===== config.mk =====
export PLATFORM = sky130hd
export DESIGN_NAME = midpoint_circle_rasterizer
export DESIGN_NICKNAME = d
export VERILOG_FILES = /design/src/rtl/mcr_pkg.sv /design/src/rtl/midpoint_circle_rasterizer.sv
export SDC_FILE = /design/constraint.sdc
export NUM_CORES = 1
export LEC_CHECK = 0
export BUFFER_PORTS_ARGS = -buffer_cell sky130_fd_sc_hd__buf_2
export CORE_AREA = 2 2 157 159
export DETAILED_ROUTE_END_ITERATION = 8
export DIE_AREA = 0 0 159 161
export PLACE_DENSITY = 0.76
export SETUP_SLACK_MARGIN = 0.02
export SLEW_MARGIN = 15
export SYNTH_ARGS = -nofsm -noshare
export SYNTH_HDL_FRONTEND = slang
export SYNTH_SLANG_ARGS = --single-unit

===== constraint.sdc =====
create_clock -name clk_i -period 4.5 [get_ports clk_i]
set_input_delay 0 -clock clk_i [delete_from_list [all_inputs] [get_ports clk_i]]
set_output_delay 0 -clock clk_i [all_outputs]
set_load 0.05 [all_outputs]

===== src/rtl/mcr_pkg.sv =====
`timescale 1ns / 1ps
// shared types and constants for the midpoint circle rasterizer
// no dependencies

package mcr_pkg;

  localparam int COORD_W = 12;
  localparam int RAD_W   = COORD_W - 1;
  localparam int PIX_W   = COORD_W + 1;
  localparam int DEC_W   = COORD_W + 2;
  localparam int DIM_W   = 12;
  localparam int CMP_W   = (PIX_W > DIM_W) ? PIX_W : DIM_W + 1;

  localparam int NUM_PIX = 8;
  localparam int IDX_W   = $clog2(NUM_PIX);
  localparam logic [IDX_W-1:0] LAST_IDX = IDX_W'(NUM_PIX - 1);

  localparam int DATA_W  = 32;
  localparam int PADDR_W = 3;

  localparam logic OP_START   = 1'b0;
  localparam logic OP_ADVANCE = 1'b1;

  localparam logic REG_WIDTH  = 1'b0;
  localparam logic REG_HEIGHT = 1'b1;

  localparam logic [DIM_W-1:0] WIDTH_RST  = DIM_W'(600);
  localparam logic [DIM_W-1:0] HEIGHT_RST = DIM_W'(600);

  // one midpoint step: octant point, center and flags
  typedef struct packed {
    logic [RAD_W-1:0]   x;
    logic [RAD_W-1:0]   y;
    logic [COORD_W-1:0] cx;
    logic [COORD_W-1:0] cy;
    logic               live;
    logic               done;
  } step_t;

endpackage


===== src/rtl/midpoint_circle_rasterizer.sv =====
`timescale 1ns / 1ps
// midpoint circle rasterizer: one midpoint step per item, eight pixels per step
// depends on mcr_pkg
// an accepted item goes from the step buffer through the emitter to the output register
// throughput: one pixel per cycle from the output register while out_ready_i is high;
//   a new item is taken while the previous one is still being emitted
// reset: image size 600 x 600, no circle active, step state cleared to zero

module midpoint_circle_rasterizer (
  input  logic                                 clk_i,
  input  logic                                 rst_ni,
  // item input
  input  logic                                 in_valid_i,
  output logic                                 in_ready_o,
  input  logic                                 op_i,
  input  logic signed [mcr_pkg::COORD_W-1:0]   center_x_i,
  input  logic signed [mcr_pkg::COORD_W-1:0]   center_y_i,
  input  logic        [mcr_pkg::RAD_W-1:0]     radius_i,
  // pixel output
  output logic                                 out_valid_o,
  input  logic                                 out_ready_i,
  output logic signed [mcr_pkg::PIX_W-1:0]     pixel_x_o,
  output logic signed [mcr_pkg::PIX_W-1:0]     pixel_y_o,
  output logic                                 visible_o,
  output logic                                 last_of_step_o,
  output logic                                 circle_done_o,
  // configuration
  input  logic                                 psel,
  input  logic                                 penable,
  input  logic                                 pwrite,
  input  logic        [mcr_pkg::PADDR_W-1:0]   paddr,
  input  logic        [mcr_pkg::DATA_W-1:0]    pwdata,
  output logic        [mcr_pkg::DATA_W-1:0]    prdata,
  output logic                                 pready
);

  localparam int COORD_W = mcr_pkg::COORD_W;
  localparam int RAD_W   = mcr_pkg::RAD_W;
  localparam int PIX_W   = mcr_pkg::PIX_W;
  localparam int DEC_W   = mcr_pkg::DEC_W;
  localparam int DIM_W   = mcr_pkg::DIM_W;
  localparam int CMP_W   = mcr_pkg::CMP_W;
  localparam int IDX_W   = mcr_pkg::IDX_W;

  // configuration registers
  logic [DIM_W-1:0] width_q, height_q;
  logic             cfg_wr;

  // circle state
  logic [DEC_W-1:0]   dec_q, dec_d;
  logic [RAD_W-1:0]   sx_q, sx_d, sy_q, sy_d;
  logic [COORD_W-1:0] ccol_q, ccol_d, crow_q, crow_d;
  logic               active_q, active_d;
  logic               live, done;

  // step buffer, emitter and output register
  mcr_pkg::step_t   step_d, step_q, emit_q;
  logic             step_vld_q, emit_vld_q;
  logic [IDX_W-1:0] idx_q;
  logic             in_acc, out_load, emit_free, step_take;

  logic [RAD_W-1:0] a_val, b_val;
  logic [PIX_W-1:0] a_ext, b_ext, cx_ext, cy_ext, px, py;
  logic             vis;

  logic [PIX_W-1:0] pix_x_q, pix_y_q;
  logic             vis_q, last_q, done_q, out_vld_q;

  // ---------------- configuration port ----------------
  assign pready = 1'b1;
  assign cfg_wr = psel && penable && pwrite && pready;

  always_ff @(posedge clk_i or negedge rst_ni) begin
    if (!rst_ni) begin
      width_q  <= mcr_pkg::WIDTH_RST;
      height_q <= mcr_pkg::HEIGHT_RST;
    end else if (cfg_wr) begin
      unique case (paddr[2])
        mcr_pkg::REG_WIDTH:  width_q  <= pwdata[DIM_W-1:0];
        mcr_pkg::REG_HEIGHT: height_q <= pwdata[DIM_W-1:0];
        default: ;
      endcase
    end
  end

  always_comb begin
    unique case (paddr[2])
      mcr_pkg::REG_WIDTH:  prdata = mcr_pkg::DATA_W'(width_q);
      mcr_pkg::REG_HEIGHT: prdata = mcr_pkg::DATA_W'(height_q);
      default:             prdata = '0;
    endcase
  end

  // ---------------- handshake ----------------
  assign out_load  = emit_vld_q && (!out_vld_q || out_ready_i);
  assign emit_free = !emit_vld_q || (out_load && idx_q == mcr_pkg::LAST_IDX);
  assign step_take = step_vld_q && emit_free;
  assign in_ready_o = !step_vld_q || emit_free;
  assign in_acc    = in_valid_i && in_ready_o;

  // ---------------- midpoint step ----------------
  always_comb begin
    dec_d  = dec_q;
    sx_d   = sx_q;
    sy_d   = sy_q;
    ccol_d = ccol_q;
    crow_d = crow_q;
    live   = 1'b0;
    if (op_i == mcr_pkg::OP_START) begin
      ccol_d = center_x_i;
      crow_d = center_y_i;
      sx_d   = '0;
      sy_d   = radius_i;
      dec_d  = DEC_W'(1) - {{(DEC_W-RAD_W){1'b0}}, radius_i};
      live   = 1'b1;
    end else if (active_q) begin
      // negative decision keeps y, otherwise step y down
      if (dec_q[DEC_W-1]) begin
        dec_d = dec_q + {{(DEC_W-RAD_W-1){1'b0}}, sx_q, 1'b0} + DEC_W'(3);
      end else begin
        dec_d = dec_q + {{(DEC_W-RAD_W-1){1'b0}}, sx_q, 1'b0}
                      - {{(DEC_W-RAD_W-1){1'b0}}, sy_q, 1'b0} + DEC_W'(5);
        sy_d  = sy_q - RAD_W'(1);
      end
      sx_d = sx_q + RAD_W'(1);
      live = 1'b1;
    end
    done     = !live || !(sy_d > sx_d);
    active_d = live ? !done : active_q;
  end

  assign step_d = '{x: sx_d, y: sy_d, cx: ccol_d, cy: crow_d, live: live, done: done};

  always_ff @(posedge clk_i or negedge rst_ni) begin
    if (!rst_ni) begin
      dec_q    <= '0;
      sx_q     <= '0;
      sy_q     <= '0;
      ccol_q   <= '0;
      crow_q   <= '0;
      active_q <= 1'b0;
    end else if (in_acc) begin
      dec_q    <= dec_d;
      sx_q     <= sx_d;
      sy_q     <= sy_d;
      ccol_q   <= ccol_d;
      crow_q   <= crow_d;
      active_q <= active_d;
    end
  end

  always_ff @(posedge clk_i or negedge rst_ni) begin
    if (!rst_ni) begin
      step_vld_q <= 1'b0;
    end else if (in_acc) begin
      step_vld_q <= 1'b1;
    end else if (step_take) begin
      step_vld_q <= 1'b0;
    end
  end

  always_ff @(posedge clk_i) begin
    if (in_acc) begin
      step_q <= step_d;
    end
  end

  // ---------------- emitter: eight octant pixels ----------------
  always_ff @(posedge clk_i or negedge rst_ni) begin
    if (!rst_ni) begin
      emit_vld_q <= 1'b0;
      idx_q      <= '0;
    end else if (step_take) begin
      emit_vld_q <= 1'b1;
      idx_q      <= '0;
    end else if (out_load && idx_q == mcr_pkg::LAST_IDX) begin
      emit_vld_q <= 1'b0;
    end else if (out_load) begin
      idx_q <= idx_q + IDX_W'(1);
    end
  end

  always_ff @(posedge clk_i) begin
    if (step_take) begin
      emit_q <= step_q;
    end
  end

  // idx bit 0 swaps x and y, bit 1 negates the row term, bit 2 negates the column term
  always_comb begin
    a_val  = idx_q[0] ? emit_q.y : emit_q.x;
    b_val  = idx_q[0] ? emit_q.x : emit_q.y;
    a_ext  = {{(PIX_W-RAD_W){1'b0}}, a_val};
    b_ext  = {{(PIX_W-RAD_W){1'b0}}, b_val};
    cx_ext = {emit_q.cx[COORD_W-1], emit_q.cx};
    cy_ext = {emit_q.cy[COORD_W-1], emit_q.cy};
    px     = idx_q[2] ? cx_ext - a_ext : cx_ext + a_ext;
    py     = idx_q[1] ? cy_ext - b_ext : cy_ext + b_ext;
    vis    = emit_q.live && !px[PIX_W-1] && !py[PIX_W-1]
             && (CMP_W'(px) < CMP_W'(width_q)) && (CMP_W'(py) < CMP_W'(height_q));
  end

  always_ff @(posedge clk_i or negedge rst_ni) begin
    if (!rst_ni) begin
      out_vld_q <= 1'b0;
    end else if (out_load) begin
      out_vld_q <= 1'b1;
    end else if (out_ready_i) begin
      out_vld_q <= 1'b0;
    end
  end

  always_ff @(posedge clk_i) begin
    if (out_load) begin
      pix_x_q <= px;
      pix_y_q <= py;
      vis_q   <= vis;
      last_q  <= (idx_q == mcr_pkg::LAST_IDX);
      done_q  <= emit_q.done;
    end
  end

  assign out_valid_o    = out_vld_q;
  assign pixel_x_o      = pix_x_q;
  assign pixel_y_o      = pix_y_q;
  assign visible_o      = vis_q;
  assign last_of_step_o = last_q;
  assign circle_done_o  = done_q;

  // ---------------- assertions ----------------
  a_idx_hold: assert property (@(posedge clk_i) disable iff (!rst_ni)
    emit_vld_q && !out_load |=> $stable(idx_q))
    else $error("pixel index moved without an output load");

  a_start_active: assert property (@(posedge clk_i) disable iff (!rst_ni)
    in_acc && op_i == mcr_pkg::OP_START && radius_i != '0 |=> active_q)
    else $error("start with nonzero radius did not activate the circle");

  a_done_clears: assert property (@(posedge clk_i) disable iff (!rst_ni)
    in_acc && live && done |=> !active_q)
    else $error("finished circle left active");

  a_visible_range: assert property (@(posedge clk_i) disable iff (!rst_ni)
    out_valid_o && visible_o |-> !pixel_x_o[PIX_W-1] && !pixel_y_o[PIX_W-1])
    else $error("visible pixel with negative coordinate");

endmodule

Word-level counts from Yosys, hierarchy flattened
Index checks and enable logic that the tools add are counted.
{"block": "classes", "add_sub_neg": 12, "order_cmp": 3, "eq_ne": 3, "mux": 26, "n_bitwise": 1, "n_reduce_logical": 31}
{"operator": "2-to-1 mux 11 bit", "n": 7}
{"operator": "one-hot mux 32 bit (2 select lines)", "n": 1}
{"operator": "2-to-1 mux 14 bit", "n": 3}
{"operator": "adder 12 x 12 -> 13 bit", "n": 2}
{"operator": "< comparator 13 x 12 -> 1 bit", "n": 2}
{"operator": "2-to-1 mux 13 bit", "n": 2}
{"operator": "subtractor 12 x 12 -> 13 bit", "n": 2}
{"operator": "2-to-1 mux 12 bit", "n": 2}
{"operator": "adder 14 x 12 -> 14 bit", "n": 1}
{"operator": "adder 14 x 2 -> 14 bit (second input constant)", "n": 1}
{"operator": "adder 14 x 3 -> 14 bit (second input constant)", "n": 1}
{"operator": "subtractor 14 x 12 -> 14 bit", "n": 1}
{"operator": "subtractor 1 x 11 -> 12 bit (first input constant)", "n": 1}
{"operator": "adder 11 x 1 -> 11 bit (second input constant)", "n": 1}
{"operator": "> comparator 11 bit", "n": 1}
{"operator": "subtractor 11 x 1 -> 11 bit (second input constant)", "n": 1}
{"operator": "logical AND 1 bit", "n": 10}
{"operator": "AND reduction 2 bit", "n": 5}
{"operator": "2-to-1 mux 3 bit", "n": 3}
{"operator": "zero test 1 bit", "n": 8}
{"operator": "2-to-1 mux 1 bit", "n": 8}
{"operator": "nonzero test 2 bit", "n": 4}
{"operator": "logical OR 1 bit", "n": 4}
{"operator": "adder 3 x 1 -> 3 bit (second input constant)", "n": 1}
{"operator": "other kinds (4)", "n": 4}
{"block": "word_totals", "regBits": 216, "inputBits": 78}

Logic depth before layout (Yosys ltp)
Gate-level depths: netlist of the first run.
{"block": "depth", "ltp_word": 8, "ltp_mapped": 23, "ltp_nobuf": 20}

Worst setup path before layout of the first run
No wires, ideal clock.
{"block": "synth_timing", "kind": "reg2reg", "startpoint": "register idx_q[0]", "endpoint": "register vis_q, in the netlist visible_o, data pin", "setup_time_ns": 0.167, "arrival_time_ns": 4.255, "setup_slack_ns": 0.078, "stages_incl_launch_ff": 24, "synth_period_minus_slack_ns": 4.422, "path_cell_list": "dfrtp_1 > buf_2 > buf_2 > buf_2 > mux2i_1 > ha_1 > nor2_1 > a21oi_1 > inv_1 > ha_1 > nor2b_1 > o21ai_0 > a21boi_0 > o21ai_0 > a21boi_1 > a41o_1 > o41a_1 > xor2_1 > ha_1 > a22oi_1 > nand3_1 > a31oi_1 > nand3_1 > a211oi_1"}
{"block": "synth_via", "word_cells_on_any_way": 16, "classes_between": "add/sub (4); order compare (2); mux (4); reduce/logical (6)"}
{"item": "from (decl)", "line": "midpoint_circle_rasterizer.sv:59", "text": "logic [IDX_W-1:0] idx_q;"}
{"item": "from (signal assigned)", "line": "midpoint_circle_rasterizer.sv:179", "text": "idx_q <= idx_q + IDX_W'(1);"}
{"item": "2-to-1 mux 11 bit *", "line": "midpoint_circle_rasterizer.sv:191", "text": "a_val = idx_q[0] ? emit_q.y : emit_q.x;"}
{"item": "adder 12 x 12 -> 13 bit / subtractor 12 x 12 -> 13 bit (equally long branches)", "line": "midpoint_circle_rasterizer.sv:197", "text": "px = idx_q[2] ? cx_ext - a_ext : cx_ext + a_ext;"}
{"item": "2-to-1 mux 13 bit *", "line": "midpoint_circle_rasterizer.sv:197"}
{"item": "via px[11]", "line": "midpoint_circle_rasterizer.sv:63", "text": "logic [PIX_W-1:0] a_ext, b_ext, cx_ext, cy_ext, px, py;"}
{"item": "< comparator 13 x 12 -> 1 bit *", "line": "midpoint_circle_rasterizer.sv:200", "text": "&& (CMP_W'(px) < CMP_W'(width_q)) && (CMP_W'(py) < CMP_W'(height_q));"}
{"item": "logical AND 1 bit * (2 in series)", "line": "midpoint_circle_rasterizer.sv:200"}
{"item": "via vis", "line": "midpoint_circle_rasterizer.sv:64", "text": "logic vis;"}
{"item": "to (signal assigned)", "line": "midpoint_circle_rasterizer.sv:217", "text": "vis_q <= vis;"}
{"item": "to (decl)", "line": "midpoint_circle_rasterizer.sv:67", "text": "logic vis_q, last_q, done_q, out_vld_q;"}
Mark *: on every way through the listed nets, which the timed path passes. The rest lies on a longest branch.
A chain may end at the register's enable or synchronous reset.

Worst setup path in the final report of the first run
Same ends and word-level chain as after synthesis.

==> results of run 1 <==
[logic make-up after synthesis]
| logic type | share of synthesized area |
|---|---|
| compound gates | 0.106 |
| xor+xnor | 0.0620 |
| fa+ha+maj | 0.104 |
| buf+inv | 0.0477 |
| flops | 0.476 |
| mux | 0.0951 |
| other cells | 0.000591 |
| simple gates | 0.110 |
[cell usage after synthesis, drive strengths merged, types with 15 or more instances]
master  instances
edfxtp        125
ha             99
inv            87
mux2           85
dfrtp          83
nand2          83
nor2           76
o21ai          66
xnor2          62
a21oi          59
buf            33
xor2           27
nor3           26
mux2i          25
clkbuf         18
nand2b         18
nand3          15
[state kept, by name (all words and copies together), names as in the netlist, 13 cells and up]
register   count
pixel_x_o     13
emit_q        24
pixel_y_o     13
step_q        48
dec_q         14
[critical path: cells and delay by family, from the launching register on]
family	cells	cell delay [ps]
AOI/OAI and AO/OA	7	1470
and+or+nand+nor	4	680
adders and majority gates	2	590
DFF	1	410
buffers and inverters	2	350
xor gates and xnor gates	2	350
muxes	1	310
[cells in the final DEF (no fill, tap or decap), types with 5 or more instances in the layout]
master and count:
a21oi_1 53, or3_1 10, a21oi_2 5, dlygate4sd3_1 50, and3_1 10, mux2i_4 5
xor2_1 26, and2_1 5, mux2i_1 20, a211oi_1 8, buf_4 24, o21ai_1 5
a31oi_1 7, nand3_1 15, o21bai_1 6, nor2b_1 10, nand2b_1 18, edfxtp_1 125
o22ai_1 5, a21o_1 8, ha_1 97, o21ai_0 57, clkinv_2 7, dfstp_2 8
buf_2 97, conb_1 21, nand2_1 82, dfrtp_1 82, nor2_1 76, nand4_1 11
clkbuf_16 23, nor3_1 25, xnor2_1 61, o21a_1 12, mux2_2 83, inv_1 85
[timing repair]
action                                  in CTS  in global routing
buffers inserted                             0                 14
endpoints found under the setup margin       1                  1
hold buffers                                50                  0
pin swaps                                    0                 23
resized for setup                            7                 37
hold endpoints to repair                   133                  0
[cell type report]
type,count,share of cell area
clock buffers,26,0.0390
clock inverters,16,0.0101
inverters,87,0.0217
multi-input cells,826,0.420
flip-flops and latches,216,0.402
well taps,324,0.0269
repair buffers,175,0.0811
[routing by layer]
metal,wire (um),share of wire
met3,1450,0.050
met1,12800,0.44
met4,732,0.025
met2,14000,0.48
met5,0,0
[per-stage QoR]
step                      area (sq um)  TNS [ps]  utilization  setup WS (ps)  hold WS [ps]
final                            15000         0        0.628            121          57.6
after detailed placement         13500         0        0.563           32.6          59.0
after floorplan                  12800         0            -           78.3          -296
after CTS                        14800         0        0.616           31.3          45.0
after global routing             15000      -119        0.628           -119           112
after global placement           13500         0        0.563            238          60.1
[worst paths after layout]
path / endpoint / slack [ps] / cells past startpoint
hold reg to reg: cx_ext[6] / 410 / 0
setup / recovery: visible_o / 120 / 18
min in group clk_i: dec_q[7] / 60 / 3
max in group asynchronous: idx_q[0] / 3330 / 3
setup reg to reg: visible_o / 120 / 18
hold / removal: width_q[0] / 60 / 2
[where the power goes]
part / switching, mW / internal [mW]
sequential: 0.316 / 2.69
clock: 0.801 / 1.07
combinational: 2.99 / 2.13
total: 4.11 / 5.89
==> summary.md, run 1 <==
| Metric | Value |
|---|---|
| Outcome | finished, final reports clean |
| Leading post-synthesis cells by cell area | edfxtp_1 (30%), dfrtp_1 (16%), ha_1 (9.8%) |
| IO buf count | 98 |
| Worst-path maximum fanout | 32 |
| Global route overflow | 0 |
| Final Max Tran Viols | 0 |
| Slowest cell on the critical path | o41a_1 |
| Drt total wl | 29000 um |
| Arr. time, crit path | 4720 ps |
| Via Count | 9250 |
| EDFF count, synth | 125 |
| Post-placement cell count | 1564 |
| VDD IR max | 696 uV |
| Number of diodes | 0 |
| Finished Layout Cells | 1670 |
| Worst min-delay path class | input port to asynchronous set/reset pin |
| First-pass GRT wire length | 45200 um |
| Crit Path Class | flip-flop to flip-flop |
| FF-to-FF Start | idx_q[0] |
| Startpoint Class | flip-flop |
| Fill cell count | 1829 |
| Die height | 161 um |
| Crit-path most repeated cell | nand3_1 |
| Yosys reg bits | 216 |
| Core area | 24000 sq um |
| Fin crit share | 0.973 |
| Met2 usage | 0.368 |
| All-Layer GR Usage | 0.216 |
| DRT iter0 DRCs | 679 |
| Setup Skew | 23.4 ps |
| Core Rows | 57 |
| Initial antenna violation count | 0 |
| Cell taking the most area after synthesis | edfxtp_1 |
| Nets | 1510 |
| GR Util met3 | 0.0265 |
| Multi-input gate area | 6310 sq um |
| Async set or reset register ratio after synthesis | 0.421 |
| H-tree levels | 1 |
| Clk pin slew, worst setup/hold paths | 60 ps |
| Share of cells above drive strength 1 | 0.221 |
| WL/cell | 17.3 um |
| Yosys cell types | 72 |
| HPWL after DPL | 20200 um |
| Yosys warning count | 0 |
| Die Footprint | 25600 sq um |
| Max-cap check violation count | 0 |
| CP startpoint | idx_q[0] |
| Final min period | 4380 ps |
| Synth-to-Final Area Change | 18.5% |
| Register Area | 6040 sq um |
| Chip Width | 159 um |
| Worst-path cell chain | buf_6, buf_12, mux2i_4, a31oi_4, nor2_1, xnor2_1, ha_1, or2_2, a21boi_2, a41o_1, o41a_1, xor2_2, ha_4, a22oi_2, nand3_1, a31oi_1, nand3_1, a211oi_2 |
| Root buf cell | clkbuf_16 |
| Clk sinks | 216 |
| Crit path required time | 4840 ps |
| Final setup fails | 0 |
| Syn Area/Cell | 10.9 sq um |
| Vias in the first global route | 8893 |
| Final Hold Viols | 0 |
| CTS Buf Count | 23 |
| Met1 usage | 0.295 |
| Power Dens Cells | 664 nW/um^2 |
| Grt peak-use layer | met2 |
| Top FF cell, synth | edfxtp_1 |
| Latest clock arrival within the worst-skew pair | 520 ps |
| Post-Syn Instances | 1161 |
| I/O pin total | 142 |
| Crit end category | flip-flop |
| Worst-case clock buffer depth | 3 |
| Worst-margin pin slew | 1060 ps |
| Largest net degree at the start of global routing | 53 |
| 1st-pass router iterations | 7 |
| Initial Util | 0.530 |
| Part of the Yosys area used for sequential elements | 0.476 |
| PnR Total Power | 9.99 mW |
| Leak pwr | 6.52 nW |
| CTS tree | built |
| Post-synthesis cell area | 12700 sq um |
| Worst slew margin | 0.287 |
| Crit-path max cell delay | 470 ps |
| Max Clk Rate | 0.228 GHz |
| Share of the synthesized area in the top cell type | 0.296 |
| Placer congestion estimate | 0.926 |
| ANT nets after route | 0 |
| DR vias/cell | 5.54 |
| DRC Markers | 0 |
No activity file was read; power rests on OpenSTA's default activity.
==> run 2, diff against run 1 <==
--- a/config.mk
+++ b/config.mk
@@ -10,8 +10,8 @@
 export DETAILED_ROUTE_END_ITERATION = 8
 export DIE_AREA = 0 0 159 161
 export PLACE_DENSITY = 0.76
+export RECOVER_POWER = 25
 export SETUP_SLACK_MARGIN = 0.02
-export SLEW_MARGIN = 15
 export SYNTH_ARGS = -nofsm -noshare
 export SYNTH_HDL_FRONTEND = slang
 export SYNTH_SLANG_ARGS = --single-unit
==> run 2 against run 1 <==
The flow now finishes with violations (max-capacitance violations, max-slew violations); non-clock buffer count is the same; critical path depth unchanged; clock power barely moved; first-iteration DRC count rose by 2.1%; clock skew shrank 0.88 ps; total power fell by 0.16%; fmax hardly changed; hold slack better by 220 ps; critical endpoint unchanged; largest cell class unchanged.
==> summary.md, run 2 (synthesis gave the netlist of run 1 again) <==
| Metric | Value |
|---|---|
| Placer congestion estimate | 0.926 (unchanged) |
| Die Footprint | 25600 sq um (unchanged) |
| Chip Width | 159 um (unchanged) |
| IO buf count | 98 (unchanged) |
| Most common cell after layout, fill and taps aside | edfxtp_1 |
| Util after Layout | 0.628 (about the same) |
| Startpoint Class | flip-flop |
| Max-cap check violation count | 1 (+1) |
| Global route overflow | 0 (unchanged) |
| WL/cell | 17.3 um (about the same) |
| Core Rows | 57 (unchanged) |
| Latest clock arrival within the worst-skew pair | 520 ps (about the same) |
| Crit Path Class | flip-flop to flip-flop |
| Worst-margin pin slew | 2780 ps (+1720 ps) |
| H-tree levels | 1 (unchanged) |
| VDD IR max | 697 uV (about the same) |
| HPWL after DPL | 20200 um (unchanged) |
| Final Max Tran Viols | 46 (+46) |
| Placed cell areas | 13500 sq um (unchanged) |
| Via Count | 9276 (+0.28%) |
| Top layer in use | met4 |
| Root buf cell | clkbuf_16 |
| Initial antenna violation count | 0 (unchanged) |
| Slowest cell on the critical path | o41a_1 |
| Crit end category | flip-flop |
| Power Dens Cells | 664 nW/um^2 (about the same) |
| Worst-case clock buffer depth | 3 (unchanged) |
| All-Layer GR Usage | 0.216 (unchanged) |
| Met3 wire len | 1540 um (+6.6%) |
| Outcome | complete, but fails checks |
| Top flop regs | step_q x48, emit_q x24, dec_q x14 |
| Worst path top cell family by delay | compound AO/OA/AOI/OAI gates |
| CTS tree | built |
| Setup Skew | 22.5 ps (-0.877 ps) |
| Fin crit share | 0.974 (about the same) |
| DRT iter0 DRCs | 693 (+2.1%) |
| DR vias/cell | 5.55 (+0.28%) |
| CTS Buf Count | 23 (unchanged) |
| Final Hold Viols | 0 (unchanged) |
| Synth-to-Final Area Change | 18.4% (about the same) |
| Max FFs per register | 48 (unchanged) |
| ANT nets after route | 0 (unchanged) |
| Worst min-delay path class | input port to flip-flop |
| Nets | 1510 (unchanged) |
| Met2 WL post-DR | 14000 um (about the same) |
| Core area | 24000 sq um (unchanged) |
| Drt total wl | 29000 um (about the same) |
| Failing checks | max-capacitance violations, max-slew violations |
| Number of diodes | 0 (unchanged) |
| Leak pwr | 6.52 nW (about the same) |
| Clk sinks | 216 (unchanged) |
| First-pass GRT wire length | 45200 um (unchanged) |
| Setup_tns | 0 ps (unchanged) |
| Initial Util | 0.530 (unchanged) |
| Share of cells above drive strength 1 | 0.207 (-0.0141) |
| Die height | 161 um (unchanged) |
| Worst-path maximum fanout | 32 (unchanged) |
| WL met1 | 12700 um (-0.83%) |
| Reg with most FFs | step_q |
| Clk pin slew, worst setup/hold paths | 60 ps (about the same) |
| Worst Path Buf+Inv | 2 (unchanged) |
| Max Clk Rate | 0.228 GHz (about the same) |
| 1st-pass router iterations | 7 (unchanged) |
| Crit path required time | 4840 ps (about the same) |
| DRC Markers | 0 (unchanged) |
| Worst slew margin | -0.854 (-1.14) |
| Final min period | 4380 ps (+2.86 ps) |
| Crit-path max cell delay | 470 ps (about the same) |
| Most frequent cells in the layout | edfxtp_1 (125), ha_1 (97), buf_2 (96) |
| Largest net degree at the start of global routing | 53 (unchanged) |
| Arr. time, crit path | 4720 ps (about the same) |
| Worst-path cell chain | buf_6, buf_12, mux2i_4, a31oi_4, nor2_1, xnor2_1, ha_1, or2_2, a21boi_2, a41o_1, o41a_1, xor2_2, ha_4, a22oi_2, nand3_1, a31oi_1, nand3_1, a211oi_2 |
| I/O pin total | 142 (unchanged) |
| Final setup fails | 0 (unchanged) |
| Vias in the first global route | 8893 (unchanged) |
| Post-route cell area | 15000 sq um (about the same) |
| Crit-path most repeated cell | nand3_1 |
run 2: power breakdown:
| group | internal [mW] | switching [mW] | total [mW] |
|---|---|---|---|
| Clock | 1.07 | 0.799 | 1.86 |
| Sequential | 2.69 | 0.317 | 3.01 |
| Combinational | 2.12 | 2.99 | 5.11 |
| Total | 5.88 | 4.10 | 9.98 |
run 2: layer usage:
metal	up-vias	track usage
li1	4457	-
met1	4467	0.295
met2	298	0.368
met3	54	0.0265
met4	0	0.0595
met5	-	0
run 2: worst min-delay path, cell delays in order:
cell and delay, ps:
dlygate4sd3_1 510, buf_2 100, mux2_2 130
run 2: metrics by stage:
stage	std cells	setup WS [ps]	hold slack [ps]	total power, mW
2_1_floorplan	1180	78.3	-296	6.74
3_3_place_gp	1564	238	60.1	7.65
3_5_place_dp	1564	32.6	59.0	7.83
4_1_cts	1656	31.3	45.0	9.76
5_1_grt	1670	-119	275	10.7
6_report	1670	118	276	9.98
run 2: what timing repair did:
item | CTS | global route
endpoints found under the hold margin | 133 | 0
endpoints found under the setup margin | 1 | 1
hold buffers | 50 | 0
gates resized for setup | 7 | 37
gates cloned | 0 | 0
setup buffers | 0 | 14
pin swaps | 0 | 23
run 2: worst paths after layout:
| kind | startpoint | slack [ps] | cells after the start | end |
|---|---|---|---|---|
| worst max-delay path | idx_q[0] | 120 | 18 | visible_o |
| worst min-delay path | pwdata[0] | 280 | 3 | width_q[0] |
| worst max register to register | idx_q[0] | 120 | 18 | visible_o |
| worst min register to register | step_q[20] | 410 | 0 | cx_ext[6] |
| max in group asynchronous | rst_ni | 1750 | 3 | idx_q[0] |
| min in group asynchronous | rst_ni | 920 | 2 | width_q[0] |
run 2: area by class of cell:
type	count	area, sq um
inverter	87	327
sequential	216	6040
fill	1834	8920
timing repair buffer	175	1210
clock inverter	16	153
tap	324	405
multi-input combinational	826	6310
clock buffer	26	587
==> run 3, diff against run 2 <==
--- a/config.mk
+++ b/config.mk
@@ -9,7 +9,7 @@
 export CORE_AREA = 2 2 157 159
 export DETAILED_ROUTE_END_ITERATION = 8
 export DIE_AREA = 0 0 159 161
-export PLACE_DENSITY = 0.76
+export PLACE_DENSITY = 0.79
 export RECOVER_POWER = 25
 export SETUP_SLACK_MARGIN = 0.02
 export SYNTH_ARGS = -nofsm -noshare
==> run 3 against run 2 <==
The flow still finishes with violations (max-capacitance violations, max-slew violations); critical path depth is 3 higher; wire length is 1.3% higher; sequential cell count stayed put; critical path type unchanged.
==> summary.md, run 3 (synthesis gave the netlist of run 1 again) <==
| Metric | Value |
|---|---|
| Placed cell areas | 13500 sq um (+0.11%) |
| Initial antenna violation count | 0 (unchanged) |
| WL/cell | 17.7 um (+1.9%) |
| Crit end category | flip-flop |
| Max Clk Rate | 0.225 GHz (-1.4%) |
| Global route overflow | 0 (unchanged) |
| VDD IR max | 557 uV (-20%) |
| Largest net degree at the start of global routing | 53 (unchanged) |
| First-pass GRT wire length | 46400 um (+2.6%) |
| Final setup fails | 0 (unchanged) |
| Switching fraction of total power | 0.412 (+0.000640) |
| H-tree levels | 1 (unchanged) |
| Fin crit share | 0.988 (+0.0141) |
| IO buf count | 98 (unchanged) |
| Nets | 1501 (-0.60%) |
| Worst-case clock buffer depth | 3 (unchanged) |
| DRC Markers | 0 (unchanged) |
| Crit-path max cell delay | 420 ps (-50 ps) |
| Seq pwr share | 0.305 (+0.004) |
| CTS tree | built |
| Post-placement cell count | 1566 (+0.13%) |
| Post-route cell area | 14900 sq um (-0.87%) |
| Drt total wl | 29300 um (+1.3%) |
| PnR Total Power | 9.85 mW (-1.3%) |
| Worst-path cell chain | buf_12, mux2i_4, ha_4, nor2_2, a21oi_2, inv_2, ha_4, nor2b_1, o21ai_1, a21boi_1, o21ai_1, a21boi_1, a41o_1, o41a_1, xor2_2, ha_4, a22oi_2, nand3_1, a31oi_1, nand3_1, a211oi_2 |
| Root buf cell | clkbuf_16 |
| Initial Util | 0.530 (unchanged) |
| DRT iter0 DRCs | 686 (-1.0%) |
| Share of cells above drive strength 1 | 0.196 (-0.0106) |
| Worst Path Buf+Inv | 2 (unchanged) |
| Clk sinks | 216 (unchanged) |
| DR vias/cell | 5.56 (about the same) |
| Die Footprint | 25600 sq um (unchanged) |
| ANT nets after route | 0 (unchanged) |
| Worst path top cell family by delay | compound AO/OA/AOI/OAI gates |
| Final Max Tran Viols | 74 (+61%) |
| Latest clock arrival within the worst-skew pair | 520 ps (about the same) |
| Clk pin slew, worst setup/hold paths | 60 ps (about the same) |
| Worst slew margin | -0.801 (+0.0532) |
| 1st-pass router iterations | 5 (-2) |
| Reg with most FFs | step_q |
| Most common cell after layout, fill and taps aside | edfxtp_1 |
| Leak pwr | 6.43 nW (-1.3%) |
| Arr. time, crit path | 4800 ps (+80 ps) |
| Die height | 161 um (unchanged) |
| I/O pin total | 142 (unchanged) |
| Vias in the first global route | 9210 (+3.6%) |
| Crit Path Class | flip-flop to flip-flop |
| CTS Buf Count | 23 (unchanged) |
| Failing checks | max-capacitance violations, max-slew violations |
| Worst-path maximum fanout | 5 (-84%) |
| Util after Layout | 0.622 (-0.00548) |
| Pint | 5.79 mW (-1.4%) |
| Core area | 24000 sq um (unchanged) |
| Setup Skew | 12.1 ps (-10.4 ps) |
| Comb power frac | 0.510 (-0.002) |
| Number of diodes | 0 (unchanged) |
| Worst-margin pin slew | 2700 ps (-79.8 ps) |
| All-Layer GR Usage | 0.222 (+0.00612) |
| Power Dens Cells | 661 nW/um^2 (-0.43%) |
| Slowest cell on the critical path | dfrtp_2 |
| Max-cap check violation count | 2 (+1) |
| Core Rows | 57 (unchanged) |
| Startpoint Class | flip-flop |
| Switching Power | 4.05 mW (-1.1%) |
| HPWL after DPL | 20600 um (+2.0%) |
| Max FFs per register | 48 (unchanged) |
| Top flop regs | step_q x48, emit_q x24, dec_q x14 |
| Final min period | 4450 ps (+63.5 ps) |
| Most frequent cells in the layout | edfxtp_1 (125), ha_1 (96), buf_2 (88) |
| Worst min-delay path class | input port to flip-flop |
| Via Count | 9234 (-0.45%) |
| Crit-path most repeated cell | ha_4 |
| Synth-to-Final Area Change | 17.4% |
| Outcome | complete, but fails checks |
| Fin Hold WS | 270 ps (-6.62 ps) |
| Final Hold Viols | 0 (unchanged) |
| Clk pwr share | 0.185 (-0.002) |
| Crit path required time | 4850 ps (about the same) |
| Placer congestion estimate | 0.917 (-0.93%) |
| Chip Width | 159 um (unchanged) |
| Finished Layout Cells | 1661 (-0.54%) |
## run 3: cell types whose count changed in the layout (fill, tap and decap cells not counted), sizes merged
cell and delta:
bufinv -1, clkinvlp -2, clkbuf +11, buf -17
## run 3: layer usage
metal	vias up	part of all wire	track usage	wire, um
li1	4435	-	-	-
met1	4462	0.43	0.280	12500
met2	275	0.48	0.389	14200
met3	62	0.057	0.0388	1670
met4	0	0.032	0.0764	928
met5	-	0	0	0
## run 3: layout make-up
class / count / area, sq um
Timing Repair Buffer: 166 / 1130
Clock buffer: 29 / 618
Sequential cell: 216 / 6040
Tap cell: 324 / 405
Inverter: 87 / 327
Multi-Input combinational cell: 826 / 6280
Fill cell: 1811 / 9060
Clock inverter: 13 / 104
## run 3: worst reg2reg max path, stage by stage, from the launching register on
cell,delay [ps]
dfrtp_2,420
buf_12,150
mux2i_4,200
ha_4,290
nor2_2,40
a21oi_2,250
inv_2,100
ha_4,220
nor2b_1,140
o21ai_1,200
a21boi_1,110
o21ai_1,190
a21boi_1,110
a41o_1,210
o41a_1,420
xor2_2,260
ha_4,250
a22oi_2,150
nand3_1,90
a31oi_1,150
nand3_1,120
a211oi_2,210
## run 3: power groups by stage
stage / clock, mW / sequential, mW / combinational (mW)
2_1_floorplan: 0 / 3.33 / 3.42
3_5_place_dp: 0 / 3.02 / 4.81
5_1_grt: 1.92 / 3.05 / 5.61
3_3_place_gp: 0 / 3.00 / 4.65
4_1_cts: 1.85 / 2.99 / 4.87
6_report: 1.82 / 3.00 / 5.02
## run 3: what timing repair did
action	CTS	global route
setup endpoints to repair	1	1
buffers inserted	0	3
hold buffers	50	0
resized for setup	1	30
pin swaps	0	12
hold endpoints to repair	133	0
## run 3: final timing paths
check / from / endpoint / slack (ps) / cells past startpoint
min reg2reg: step_q[20] / cx_ext[6] / 420 / 0
max reg2reg: idx_q[0] / visible_o / 50 / 21
max in group asynchronous: rst_ni / idx_q[0] / 1770 / 3
min: pwdata[10] / height_q[10] / 270 / 3
max: idx_q[0] / visible_o / 50 / 21
min in group asynchronous: rst_ni / width_q[0] / 880 / 2
## run 3: metrics by stage
step                      setup slack [ps]  setup TNS (ps)
after CTS                             33.4               0
after global routing                  -114            -114
after global placement                 261               0
final                                 54.7               0
after floorplan                       78.3               0
after detailed placement              74.7               0
